==> src/c2d_pkg.sv <==
// ----------------------------------------------------------------------------
// c2d_pkg
// Shared types and codes for the single-output-channel 2D convolution block.
// ----------------------------------------------------------------------------
package c2d_pkg;

    // Command codes
    typedef enum logic [1:0] {
        OP_FEAT = 2'd0,
        OP_WGT  = 2'd1,
        OP_CONV = 2'd2,
        OP_NONE = 2'd3
    } t_op;

    // Configuration register indexes
    localparam logic [2:0] CFG_KERNEL  = 3'd0;
    localparam logic [2:0] CFG_CHANNEL = 3'd1;
    localparam logic [2:0] CFG_HEIGHT  = 3'd2;
    localparam logic [2:0] CFG_WIDTH   = 3'd3;
    localparam logic [2:0] CFG_STEP    = 3'd4;
    localparam logic [2:0] CFG_PAD     = 3'd5;
    localparam logic [2:0] CFG_BIAS    = 3'd6;

    // Result status codes
    localparam logic ST_OK    = 1'b0;
    localparam logic ST_RANGE = 1'b1;

    // Input item
    typedef struct packed {
        t_op               op;
        logic [3:0]        channel;
        logic [5:0]        row;
        logic [5:0]        col;
        logic signed [7:0] sample;
    } t_cmd;

    // Result item
    typedef struct packed {
        logic [5:0]         out_row;
        logic [5:0]         out_col;
        logic signed [31:0] sum;
        logic               status;
    } t_res;

    // Effective (clamped) geometry
    typedef struct packed {
        logic [2:0] k;
        logic [4:0] c;
        logic [5:0] h;
        logic [5:0] w;
        logic [2:0] s;
        logic [2:0] p;
    } t_geom;

    // Token sent from the sequencer down the MAC pipeline
    typedef struct packed {
        logic clr;     // load bias into accumulator
        logic tap;     // one kernel tap
        logic in_map;  // tap lies inside the feature map
        logic fin;     // end of pixel, emit result
        logic oor;     // coordinate out of range
    } t_tap;

    // Sequencer states
    typedef enum logic [2:0] {
        S_IDLE,
        S_CHECK,
        S_RUN,
        S_FIN,
        S_WAIT
    } t_seq_state;

endpackage

==> src/c2d_mac.sv <==
// ----------------------------------------------------------------------------
// c2d_mac
// Multiply-accumulate pipeline: align tokens with memory data, register the
// product, accumulate with wrap, and present the result for one cycle.
// ----------------------------------------------------------------------------
module c2d_mac
    import c2d_pkg::*;
#(
    parameter int DATA_BITS = 8,
    parameter int ACC_BITS  = 32
) (
    input  logic                        i_clk,
    input  logic                        i_rst_n,
    input  t_tap                        i_tap,
    input  logic signed [DATA_BITS-1:0] i_feat,
    input  logic signed [DATA_BITS-1:0] i_wgt,
    input  logic signed [31:0]          i_bias,
    input  logic [5:0]                  i_row,
    input  logic [5:0]                  i_col,
    output logic                        o_valid,
    output t_res                        o_res
);

    t_tap                            r_tap_a;
    t_tap                            r_tap_b;
    logic signed [2*DATA_BITS-1:0]   r_prod;
    logic signed [ACC_BITS-1:0]      r_acc;

    logic signed [2*DATA_BITS-1:0]   mul;
    logic signed [63:0]              prod_w;
    logic signed [63:0]              bias_w;
    logic signed [63:0]              acc_w;

    // Widening for wrap arithmetic
    always_comb begin
        mul    = i_feat * i_wgt;
        prod_w = 64'(r_prod);
        bias_w = 64'(i_bias);
        acc_w  = 64'(r_acc);
    end

    // Token pipeline: stage A meets read data, stage B meets the product
    always_ff @(posedge i_clk) begin
        if (!i_rst_n) begin
            r_tap_a <= '0;
            r_tap_b <= '0;
            o_valid <= 1'b0;
        end else begin
            r_tap_a <= i_tap;
            r_tap_b <= r_tap_a;
            o_valid <= r_tap_b.fin;
        end
    end

    // Product register, padding taps give zero
    always_ff @(posedge i_clk) begin
        if (r_tap_a.in_map) begin
            r_prod <= mul;
        end else begin
            r_prod <= '0;
        end
    end

    // Accumulator and result register
    always_ff @(posedge i_clk) begin
        if (r_tap_b.clr) begin
            r_acc <= bias_w[ACC_BITS-1:0];
        end else if (r_tap_b.tap) begin
            r_acc <= r_acc + prod_w[ACC_BITS-1:0];
        end
        if (r_tap_b.fin) begin
            o_res.out_row <= i_row;
            o_res.out_col <= i_col;
            if (r_tap_b.oor) begin
                o_res.sum    <= '0;
                o_res.status <= ST_RANGE;
            end else begin
                o_res.sum    <= acc_w[31:0];
                o_res.status <= ST_OK;
            end
        end
    end

endmodule

==> config.mk <==
export PLATFORM = sky130hd
export DESIGN_NAME = c2d_mac
export DESIGN_NICKNAME = d
export VERILOG_FILES = /design/src/c2d_pkg.sv /design/src/c2d_mac.sv
export SDC_FILE = /design/constraint.sdc
export NUM_CORES = 1
export LEC_CHECK = 0
export ABC_AREA = 1
export BUFFER_PORTS_ARGS = -buffer_cell sky130_fd_sc_hd__buf_4
export CAP_MARGIN = 20
export CORE_MARGIN = 3
export CORE_UTILIZATION = 61
export CTS_BUF_LIST = sky130_fd_sc_hd__clkbuf_4 sky130_fd_sc_hd__clkbuf_8
export DETAILED_ROUTE_END_ITERATION = 7
export GPL_TIMING_DRIVEN = 0
export PLACE_DENSITY = 0.93
export SLEW_MARGIN = 20
export SYNTH_ARGS = -nofsm -noshare
export SYNTH_HDL_FRONTEND = slang
export SYNTH_SLANG_ARGS = --single-unit
==> constraint.sdc <==
create_clock -name i_clk -period 6.1 [get_ports i_clk]
set_input_delay 1.22 -clock i_clk [delete_from_list [all_inputs] [get_ports i_clk]]
set_output_delay 1.22 -clock i_clk [all_outputs]
set_load 0.03 [all_outputs]
==> results of run 1 <==
==> how the worst max path moves through the flow <==
stage | start | to | cells after the start
2_1_floorplan | i_wgt[2] | r_prod[15] | 18
3_3_place_gp | i_wgt[2] | r_prod[15] | 18
3_5_place_dp | i_feat[7] | r_prod[15] | 18
4_1_cts | i_feat[7] | r_prod[15] | 18
5_1_grt | i_wgt[3] | r_prod[15] | 18
6_report | i_wgt[3] | r_prod[15] | 18
==> area by class of cell <==
type	count	area share
timing repair buffer	97	0.07542
inverter	291	0.1112
clock inverter	6	0.005224
buffer	27	0.01057
tap	176	0.02242
sequential	103	0.2886
clock buffer	10	0.01401
multi-input combinational	745	0.4725
==> kinds of logic (layout without fill, tap and decap cells) <==
| family | after synthesis | count (layout) | share of synthesized area |
|---|---|---|---|
| AND/OR/NAND/NOR | 544 | 544 | 0.2624 |
| XOR/XNOR | 13 | 13 | 0.01313 |
| adder cells (fa/ha/maj) | 116 | 116 | 0.2159 |
| buffers and inverters | 318 | 431 | 0.1380 |
| AO/OA/AOI/OAI | 72 | 72 | 0.04387 |
| flip-flops | 103 | 103 | 0.3267 |
==> metal layers <==
layer  part of all wire  up-vias  track usage
met4              0.019        0      0.08227
met1               0.41     3382       0.3509
met2               0.47      334       0.4423
met3              0.095       41      0.05501
met5                  0        -            0
li1                   -     3711            -
==> critical path, stage by stage <==
cell	delay, ns
clkbuf_1	0.31
nand2_1	0.21
fa_1	0.70
inv_1	0.14
fa_1	0.55
inv_1	0.06
fa_1	0.52
fa_1	0.56
inv_1	0.05
ha_1	0.36
inv_1	0.09
o21bai_1	0.20
nand3_1	0.09
nand3_1	0.09
a21oi_1	0.06
nand2_1	0.10
nand2_1	0.05
nor2_1	0.12
==> registers in the layout, summed over array words and instances, names as in the netlist <==
signal / cells
o_res: 45
o_valid: 1
r_acc: 32
r_prod: 16
r_tap_a: 5
r_tap_b: 4
==> power groups by stage <==
stage / clock network [mW] / logic (mW) / registers [mW]
after global routing: 0.457 / 2.07 / 0.932
after detailed placement: 0 / 1.77 / 0.940
after CTS: 0.426 / 1.78 / 0.924
after floorplan: 0 / 1.35 / 0.942
final: 0.424 / 1.80 / 0.926
after global placement: 0 / 1.69 / 0.941
==> layout by cell type (no fill, tap or decap), types with 3 or more instances in the layout <==
master,n
nand2_1,357
inv_1,286
buf_4,96
nor2_1,77
edfxtp_1,77
ha_1,60
fa_1,56
nand3_1,53
a21oi_1,41
clkbuf_1,25
dfxtp_1,25
o21ai_0,19
nand2_2,14
xnor2_1,12
clkbuf_8,10
or2_2,8
nor2_2,7
nand4_1,6
inv_2,5
nor3_1,5
nand3_2,5
nand3b_1,5
o21ai_1,4
o21bai_1,3
or2_1,3
==> per-stage QoR <==
step	total power, mW	cell area, um2
2_1_floorplan	2.296	8670
3_3_place_gp	2.626	9610
3_5_place_dp	2.709	9632
4_1_cts	3.132	9821
5_1_grt	3.454	9821
6_report	3.154	9821
==> summary.txt, run 1 <==
outcome = finished, final reports clean
drt first pass iters = 6
number of enable flip-flop cells after synthesis = 77
IO Port Bufs = 96
Final Max Slew Viols = 0
# H-tree levels = 3
Fin. Hold Viols = 0
remaining antenna violation count = 0
area of the die = 15,680 um2
Initial Utilization = 0.6394
RSZ-0062 raised after global routing = false
multi-input logic area = 4641 um2
syn nets = 1,349
post-CTS setup buffers = 0
clock skew = 0.01802 ns
CTS tree = yes
Cell Count, Final, Fillers Out = 1,455
via count = 7,468
clock share of power = 0.134
clk_lat worst skew = 0.41 ns
post-cts resize count = 0
P_sw = 1.461 mW
Worst setup EP type = flop
Setup WS pre-CTS = 0.5627 ns
global-route wire length before repair = 33,920 um
final setup vio count = 0
area delta synth->final = 13.28%
share of cells above drive strength 1 = 0.1228
hpwl dp = 16,470 um
Row Count = 42
clk buf depth = 2
nets = 1,457
Critical R2R Capture = r_acc[24]
critical path peak fanout = 8
CP Class = in2reg
Synth Register Bits = 103
Comb pwr share = 0.572
routability cong. = 0.9729
Hold Crit Start = r_tap_a[4]
wire per inst = 13.80 um
final WL = 20,080 um
Seq/Total Area, Yosys = 0.3267
FF/Latch Area = 2834 um2
Flop pwr share = 0.294
top-area cell type share of the netlist area = 0.2667
hold_buf cts = 0
Mapped Cells = 1,166
Worst R2R Path Depth = 10
Synth area leader = edfxtp_1
Via density = 5.133
syn avg cell area = 7.435 um2
top cells by count, synth = nand2_1 (357), inv_1 (286), edfxtp_1 (77), nor2_1 (77), ha_1 (60)
hold endpoint = r_tap_b[4]
total track usage = 0.2652
Synth warnings = 0
# Max-Cap Violations = 0
main area contributors after synthesis = edfxtp_1 (27%), nand2_1 (15%), fa_1 (13%)
grt ovf = 0
total core area = 13,560 um2
Util after Layout = 0.7243
Cell variety after synth = 32
synthesized area = 8670 um2
Fmax = 0.1946 GHz
Top FF cell, synth = edfxtp_1
Net Sw Frac = 0.4632
Slew @ Worst Pin = 0.8603 ns
Worst slew margin = 0.4257
Int Pwr = 1.693 mW
reg2reg start = r_prod[15]
iteration-0 DRC count of the detailed router = 852
Fin Setup TNS = 0 ns
vias in the first global route = 7,337
Critical Path Start Type = input port
Ports = 113
static leakage = 5.484 nW
Post-synth ARST share = 0
post-route clock period utilization = 0.8424
fin crit period = 5.138 ns
worst setup margin = 0.9616 ns
hold depth = 2
Diodes inserted = 0
PwrDens = 321.2 nW/um2
r2r setup slk = 3.57 ns
Worst EP required = 6.44 ns
number of buffers created by CTS = 9
CP arrival = 5.48 ns
clk sinks = 103
most common cell in the netlist = nand2_1
Die X = 125.2 um
maximum VDD drop = 317.0 uV
largest net degree at the start of global routing = 38
Clock transition at path regs = 0.11 ns
Min Hold Slack = 0.4205 ns
DR DRC count = 0
hold crit path type = reg2reg
CTS Root Cell = clkbuf_8
dpl cells = 1,439
Die Y = 125.2 um
initial antenna violation count = 0
Fillers = 1,059
Power figures use the tool's default switching activity.
==> inputs of run 2 (changes only) <==
==> constraint.sdc (replaced) <==
create_clock -name i_clk -period 4.9 [get_ports i_clk]
set_input_delay 0.98 -clock i_clk [delete_from_list [all_inputs] [get_ports i_clk]]
set_output_delay 0.98 -clock i_clk [all_outputs]
set_load 0.03 [all_outputs]
==> summary.txt, run 2 (synthesized netlist as in run 1, its figures left out) <==
Fmax = 0.2138 GHz
static leakage = 5.502 nW (+0.32%)
total track usage = 0.2652 (unchanged)
Diodes inserted = 0 (unchanged)
drt first pass iters = 6 (unchanged)
routability cong. = 0.9729 (unchanged)
clk buf depth = 2 (unchanged)
Largest register FFs = 45 (unchanged)
remaining antenna violation count = 0 (unchanged)
Top Registers = o_res x45, r_acc x32, r_prod x16
Worst slew margin = 0.4391 (+0.01343)
dpl cells = 1,439 (unchanged)
Fin. Hold Viols = 0 (unchanged)
Row Count = 42 (unchanged)
Via density = 5.123 (-0.19%)
total core area = 13,560 um2 (unchanged)
critical path peak fanout = 8 (unchanged)
multi-input logic area = 4643 um2 (about the same)
clk sinks = 103 (unchanged)
initial antenna violation count = 0 (unchanged)
CTS tree = yes
via count = 7,454 (-0.19%)
Comb pwr share = 0.573 (about the same)
final setup vio count = 0 (unchanged)
Reg with most FFs = o_res
IO Port Bufs = 96 (unchanged)
nets = 1,457 (unchanged)
largest net degree at the start of global routing = 38 (unchanged)
# Max-Cap Violations = 0 (unchanged)
Power Total = 3.924 mW (+24%)
area of the die = 15,680 um2 (unchanged)
area delta synth->final = 13.39%
Final Max Slew Viols = 0 (unchanged)
Util after Layout = 0.7251 (+0.0007380)
DR DRC count = 0 (unchanged)
Die X = 125.2 um (unchanged)
post-route clock period utilization = 0.9544
Int Pwr = 2.109 mW (+25%)
hpwl dp = 16,470 um (unchanged)
CP Class = in2reg
vias in the first global route = 7,337 (unchanged)
final WL = 20,030 um (-0.28%)
CTS Root Cell = clkbuf_8
Net Sw Frac = 0.4625 (-0.0006575)
Cell Count, Final, Fillers Out = 1,455 (unchanged)
P_sw = 1.815 mW (+24%)
outcome = finished, final reports clean
Fillers = 1,059 (unchanged)
share of cells above drive strength 1 = 0.1282 (+0.005473)
dpl cell area = 9632 um2 (unchanged)
Critical Path Start Type = input port
Post-Layout Inst Area = 9831 um2 (+0.10%)
Die Y = 125.2 um (unchanged)
fin crit period = 4.676 ns
Worst setup EP type = flop
maximum VDD drop = 389.1 uV (+23%)
# H-tree levels = 3 (unchanged)
Worst EP required = 5.24 ns (-1.20 ns)
clk_lat worst skew = 0.40 ns (about the same)
Flop pwr share = 0.294 (about the same)
CP arrival = 5.02 ns (-0.46 ns)
hold crit path type = reg2reg
Fin Setup TNS = 0 ns (unchanged)
Setup WS pre-CTS = -0.3973 ns (-0.9600 ns)
wire per inst = 13.76 um (-0.28%)
Ports = 113 (unchanged)
Initial Utilization = 0.6394 (unchanged)
Min Hold Slack = 0.4202 ns (-0.0002850 ns)
Clock transition at path regs = 0.11 ns (about the same)
Slew @ Worst Pin = 0.8402 ns (-0.02012 ns)
hold_buf cts = 0 (unchanged)
grt ovf = 0 (unchanged)
PwrDens = 399.2 nW/um2 (+24%)
clock skew = 0.01535 ns (-0.002665 ns)
iteration-0 DRC count of the detailed router = 812 (-4.7%)
number of buffers created by CTS = 9 (unchanged)
FF/Latch Area = 2834 um2 (unchanged)
most frequent cells in the layout = nand2_1 (357), inv_1 (286), buf_4 (96)
worst setup margin = 0.2235 ns (-0.7381 ns)
global-route wire length before repair = 33,920 um (unchanged)
clock share of power = 0.133 (about the same)
RSZ-0062 raised after global routing = false
most common cell after layout, fill and taps aside = nand2_1
[run 2: changes by cell type in the layout (fill, tap and decap cells not counted)]
cell | previous run | this run
clkbuf_2 | 0 | 6
fa_1 | 56 | 55
clkbuf_1 | 25 | 19
o21ai_1 | 4 | 5
fa_2 | 0 | 1
o21ai_0 | 19 | 18
[run 2: power groups by stage]
stage               clock (mW)  combinational (mW)  sequential, mW
floorplan                    0                1.69            1.17
finish                   0.524                2.25            1.15
detailed placement           0                2.20            1.17
global route             0.568                2.57            1.16
global placement             0                2.10            1.17
CTS                      0.531                2.22            1.15
[run 2: what timing repair did]
item | in CTS | in global routing
resized for setup | 0 | 14
setup buffers | 0 | 0
endpoints found under the setup margin | 0 | 3
[run 2: final timing paths]
path / endpoint / from / depth (start not counted) / slack [ns]
min reg2reg: r_tap_b[4] / r_tap_a[4] / 2 / 0.42
max: r_prod[15] / i_feat[5] / 18 / 0.22
min: r_tap_b[4] / r_tap_a[4] / 2 / 0.42
max reg2reg: r_acc[24] / r_prod[15] / 10 / 2.38
[run 2: area by class of cell]
class / instances / area share
multi-input cells: 745 / 0.4723
clock buffers: 10 / 0.01400
clock inverters: 6 / 0.005218
well taps: 176 / 0.02240
flip-flops and latches: 103 / 0.2883
plain buffers: 27 / 0.01133
inverters: 291 / 0.1111
repair buffers: 97 / 0.07535
[run 2: metal layers]
| metal | track usage | vias to the layer above | share of wire |
|---|---|---|---|
| met5 | 0 | - | 0 |
| met2 | 0.4423 | 314 | 0.47 |
| met3 | 0.05501 | 38 | 0.091 |
| li1 | - | 3714 | - |
| met4 | 0.08227 | 0 | 0.020 |
| met1 | 0.3509 | 3388 | 0.41 |
[run 2: worst max-delay path, cell delays in order]
cell and delay, ns:
clkbuf_1 0.20, or2_2 0.37, fa_1 0.56, inv_1 0.06, fa_1 0.50, inv_1 0.06, fa_1 0.51, fa_1 0.56
inv_1 0.05, ha_1 0.35, inv_1 0.09, o21bai_1 0.20, nand3_1 0.09, nand3_1 0.09, a21oi_1 0.06, nand2_1 0.10
nand2_1 0.05, nor2_1 0.12
==> inputs of run 3 (changes only) <==
--- a/config.mk
+++ b/config.mk
@@ -8,6 +8,7 @@
 export ABC_AREA = 1
 export BUFFER_PORTS_ARGS = -buffer_cell sky130_fd_sc_hd__buf_4
 export CAP_MARGIN = 20
+export CORE_ASPECT_RATIO = 1.1
 export CORE_MARGIN = 3
 export CORE_UTILIZATION = 61
 export CTS_BUF_LIST = sky130_fd_sc_hd__clkbuf_4 sky130_fd_sc_hd__clkbuf_8
==> summary.txt, run 3 (synthesized netlist as in run 1, its figures left out) <==
Initial Utilization = 0.6259 (-0.01352)
drt first pass iters = 5 (-1)
fin crit period = 4.590 ns (-0.08618 ns)
post-route clock period utilization = 0.9368 (-0.01759)
most frequent cells in the layout = nand2_1 (356), inv_1 (286), buf_4 (96)
clk sinks = 103 (unchanged)
final WL = 20,040 um (about the same)
Reg with most FFs = o_res
initial antenna violation count = 0 (unchanged)
Fin. Hold Viols = 0 (unchanged)
global-route wire length before repair = 32,840 um (-3.2%)
largest net degree at the start of global routing = 37 (-2.6%)
static leakage = 5.512 nW (+0.19%)
IO Port Bufs = 96 (unchanged)
Row Count = 45 (+7.1%)
clk buf depth = 2 (unchanged)
area delta synth->final = 14.04%
reg2reg start = r_prod[15]
RSZ-0062 raised after global routing = false
wire per inst = 13.66 um (-0.77%)
Cell Count, Final, Fillers Out = 1,467 (+0.82%)
Comb pwr share = 0.557 (-0.016)
Worst EP required = 5.23 ns (about the same)
via count = 7,478 (+0.32%)
Critical Path Start Type = input port
routability cong. = 0.9262 (-4.8%)
post-CTS setup buffers = 0 (unchanged)
maximum VDD drop = 176.3 uV (-55%)
clk_lat worst skew = 0.39 ns (about the same)
DR DRC count = 0 (unchanged)
vias in the first global route = 7,187 (-2.0%)
dpl cells = 1,451 (+0.83%)
Slew @ Worst Pin = 0.8512 ns (+0.01099 ns)
Util after Layout = 0.7138 (-0.01126)
Flop pwr share = 0.290 (-0.004)
Final Max Slew Viols = 0 (unchanged)
iteration-0 DRC count of the detailed router = 640 (-21%)
hold_buf cts = 0 (unchanged)
most common cell after layout, fill and taps aside = nand2_1
Worst Setup SP = i_feat[3]
area of the die = 15,680 um2 (about the same)
Via density = 5.097 (-0.50%)
hold crit path type = reg2reg
Largest register FFs = 45 (unchanged)
share of cells above drive strength 1 = 0.1274 (-0.0007819)
Net Sw Frac = 0.4487 (-0.01382)
critical path peak fanout = 8 (unchanged)
Power Total = 3.975 mW (+1.3%)
# H-tree levels = 3 (unchanged)
Top Registers = o_res x45, r_acc x32, r_prod x16
total core area = 13,850 um2 (+2.2%)
nets = 1,457 (unchanged)
CP arrival = 4.92 ns (-0.10 ns)
clock share of power = 0.153 (+0.020)
final setup vio count = 0 (unchanged)
Fin Setup TNS = 0 ns (unchanged)
Ports = 113 (unchanged)
hpwl dp = 16,230 um (-1.5%)
Int Pwr = 2.191 mW (+3.9%)
outcome = finished, final reports clean
Die Y = 131.0 um (+4.6%)
Setup WS pre-CTS = -0.2758 ns (+0.1216 ns)
# Max-Cap Violations = 0 (unchanged)
P_sw = 1.783 mW (-1.7%)
Post-Layout Inst Area = 9887 um2 (+0.57%)
CTS Root Cell = clkbuf_8
Fmax = 0.2179 GHz (+1.9%)
CP Class = in2reg
dpl cell area = 9647 um2 (+0.16%)
Min Hold Slack = 0.4192 ns (-0.0009960 ns)
number of buffers created by CTS = 9 (unchanged)
CTS tree = yes
Worst slew margin = 0.4325 (-0.006558)
total track usage = 0.2636 (-0.001673)
grt ovf = 0 (unchanged)
Die X = 119.7 um (-4.4%)
PwrDens = 402.0 nW/um2 (+0.70%)
remaining antenna violation count = 0 (unchanged)
r2r setup slk = 2.38 ns (about the same)
clock skew = 0.01317 ns (-0.002181 ns)
Fillers = 1,109 (+4.7%)
Worst setup EP type = flop
worst setup margin = 0.3097 ns (+0.08618 ns)
Hold Crit Start = r_tap_a[1]
Clock transition at path regs = 0.10 ns (about the same)
Diodes inserted = 0 (unchanged)
[run 3: worst max-delay path: stages]
cell and delay [ns]:
clkbuf_1 0.32, nor2_1 0.13, fa_1 0.54, fa_1 0.54, fa_1 0.56, inv_1 0.06, fa_1 0.53, inv_1 0.04
ha_1 0.33, nand2_1 0.12, o21ai_0 0.31, nand2_1 0.08, nand3_1 0.08, a21oi_1 0.05, nand2_1 0.10, nand2_1 0.05
nor2_1 0.09
[run 3: area by class of cell]
class                      instances  area (um2)  area share
tap                              188       235.2     0.02379
timing repair buffer              97       740.7     0.07492
clock buffer                       9       123.9     0.01253
multi-input combinational        745        4651      0.4704
buffer                            27       108.9     0.01101
sequential                       103        2834      0.2866
inverter                         291        1092      0.1105
clock inverter                     7       101.3     0.01025
[run 3: path summary, 6_finish.rpt]
path,to,cells past startpoint
max,r_prod[15],17
min,r_tap_b[1],2
max reg2reg,r_acc[28],10
min reg2reg,r_tap_b[1],2
[run 3: what timing repair did]
| item | CTS | global route |
|---|---|---|
| endpoints found under the setup margin | 0 | 3 |
| endpoints found under the hold margin | 0 | 0 |
| gates resized for setup | 0 | 11 |
[run 3: power groups by stage]
| stage | combinational, mW | clock [mW] | sequential (mW) |
|---|---|---|---|
| after floorplan | 1.69 | 0 | 1.17 |
| after global placement | 2.10 | 0 | 1.17 |
| after detailed placement | 2.18 | 0 | 1.17 |
| after CTS | 2.19 | 0.612 | 1.15 |
| after global routing | 2.57 | 0.640 | 1.16 |
| final | 2.22 | 0.608 | 1.15 |
[run 3: layer usage]
layer,wire [um],share of wire,global-route usage
met1,7908,0.39,0.3226
met2,10160,0.51,0.4840
met3,1454,0.073,0.03186
met4,516,0.026,0.09501
met5,0,0,0
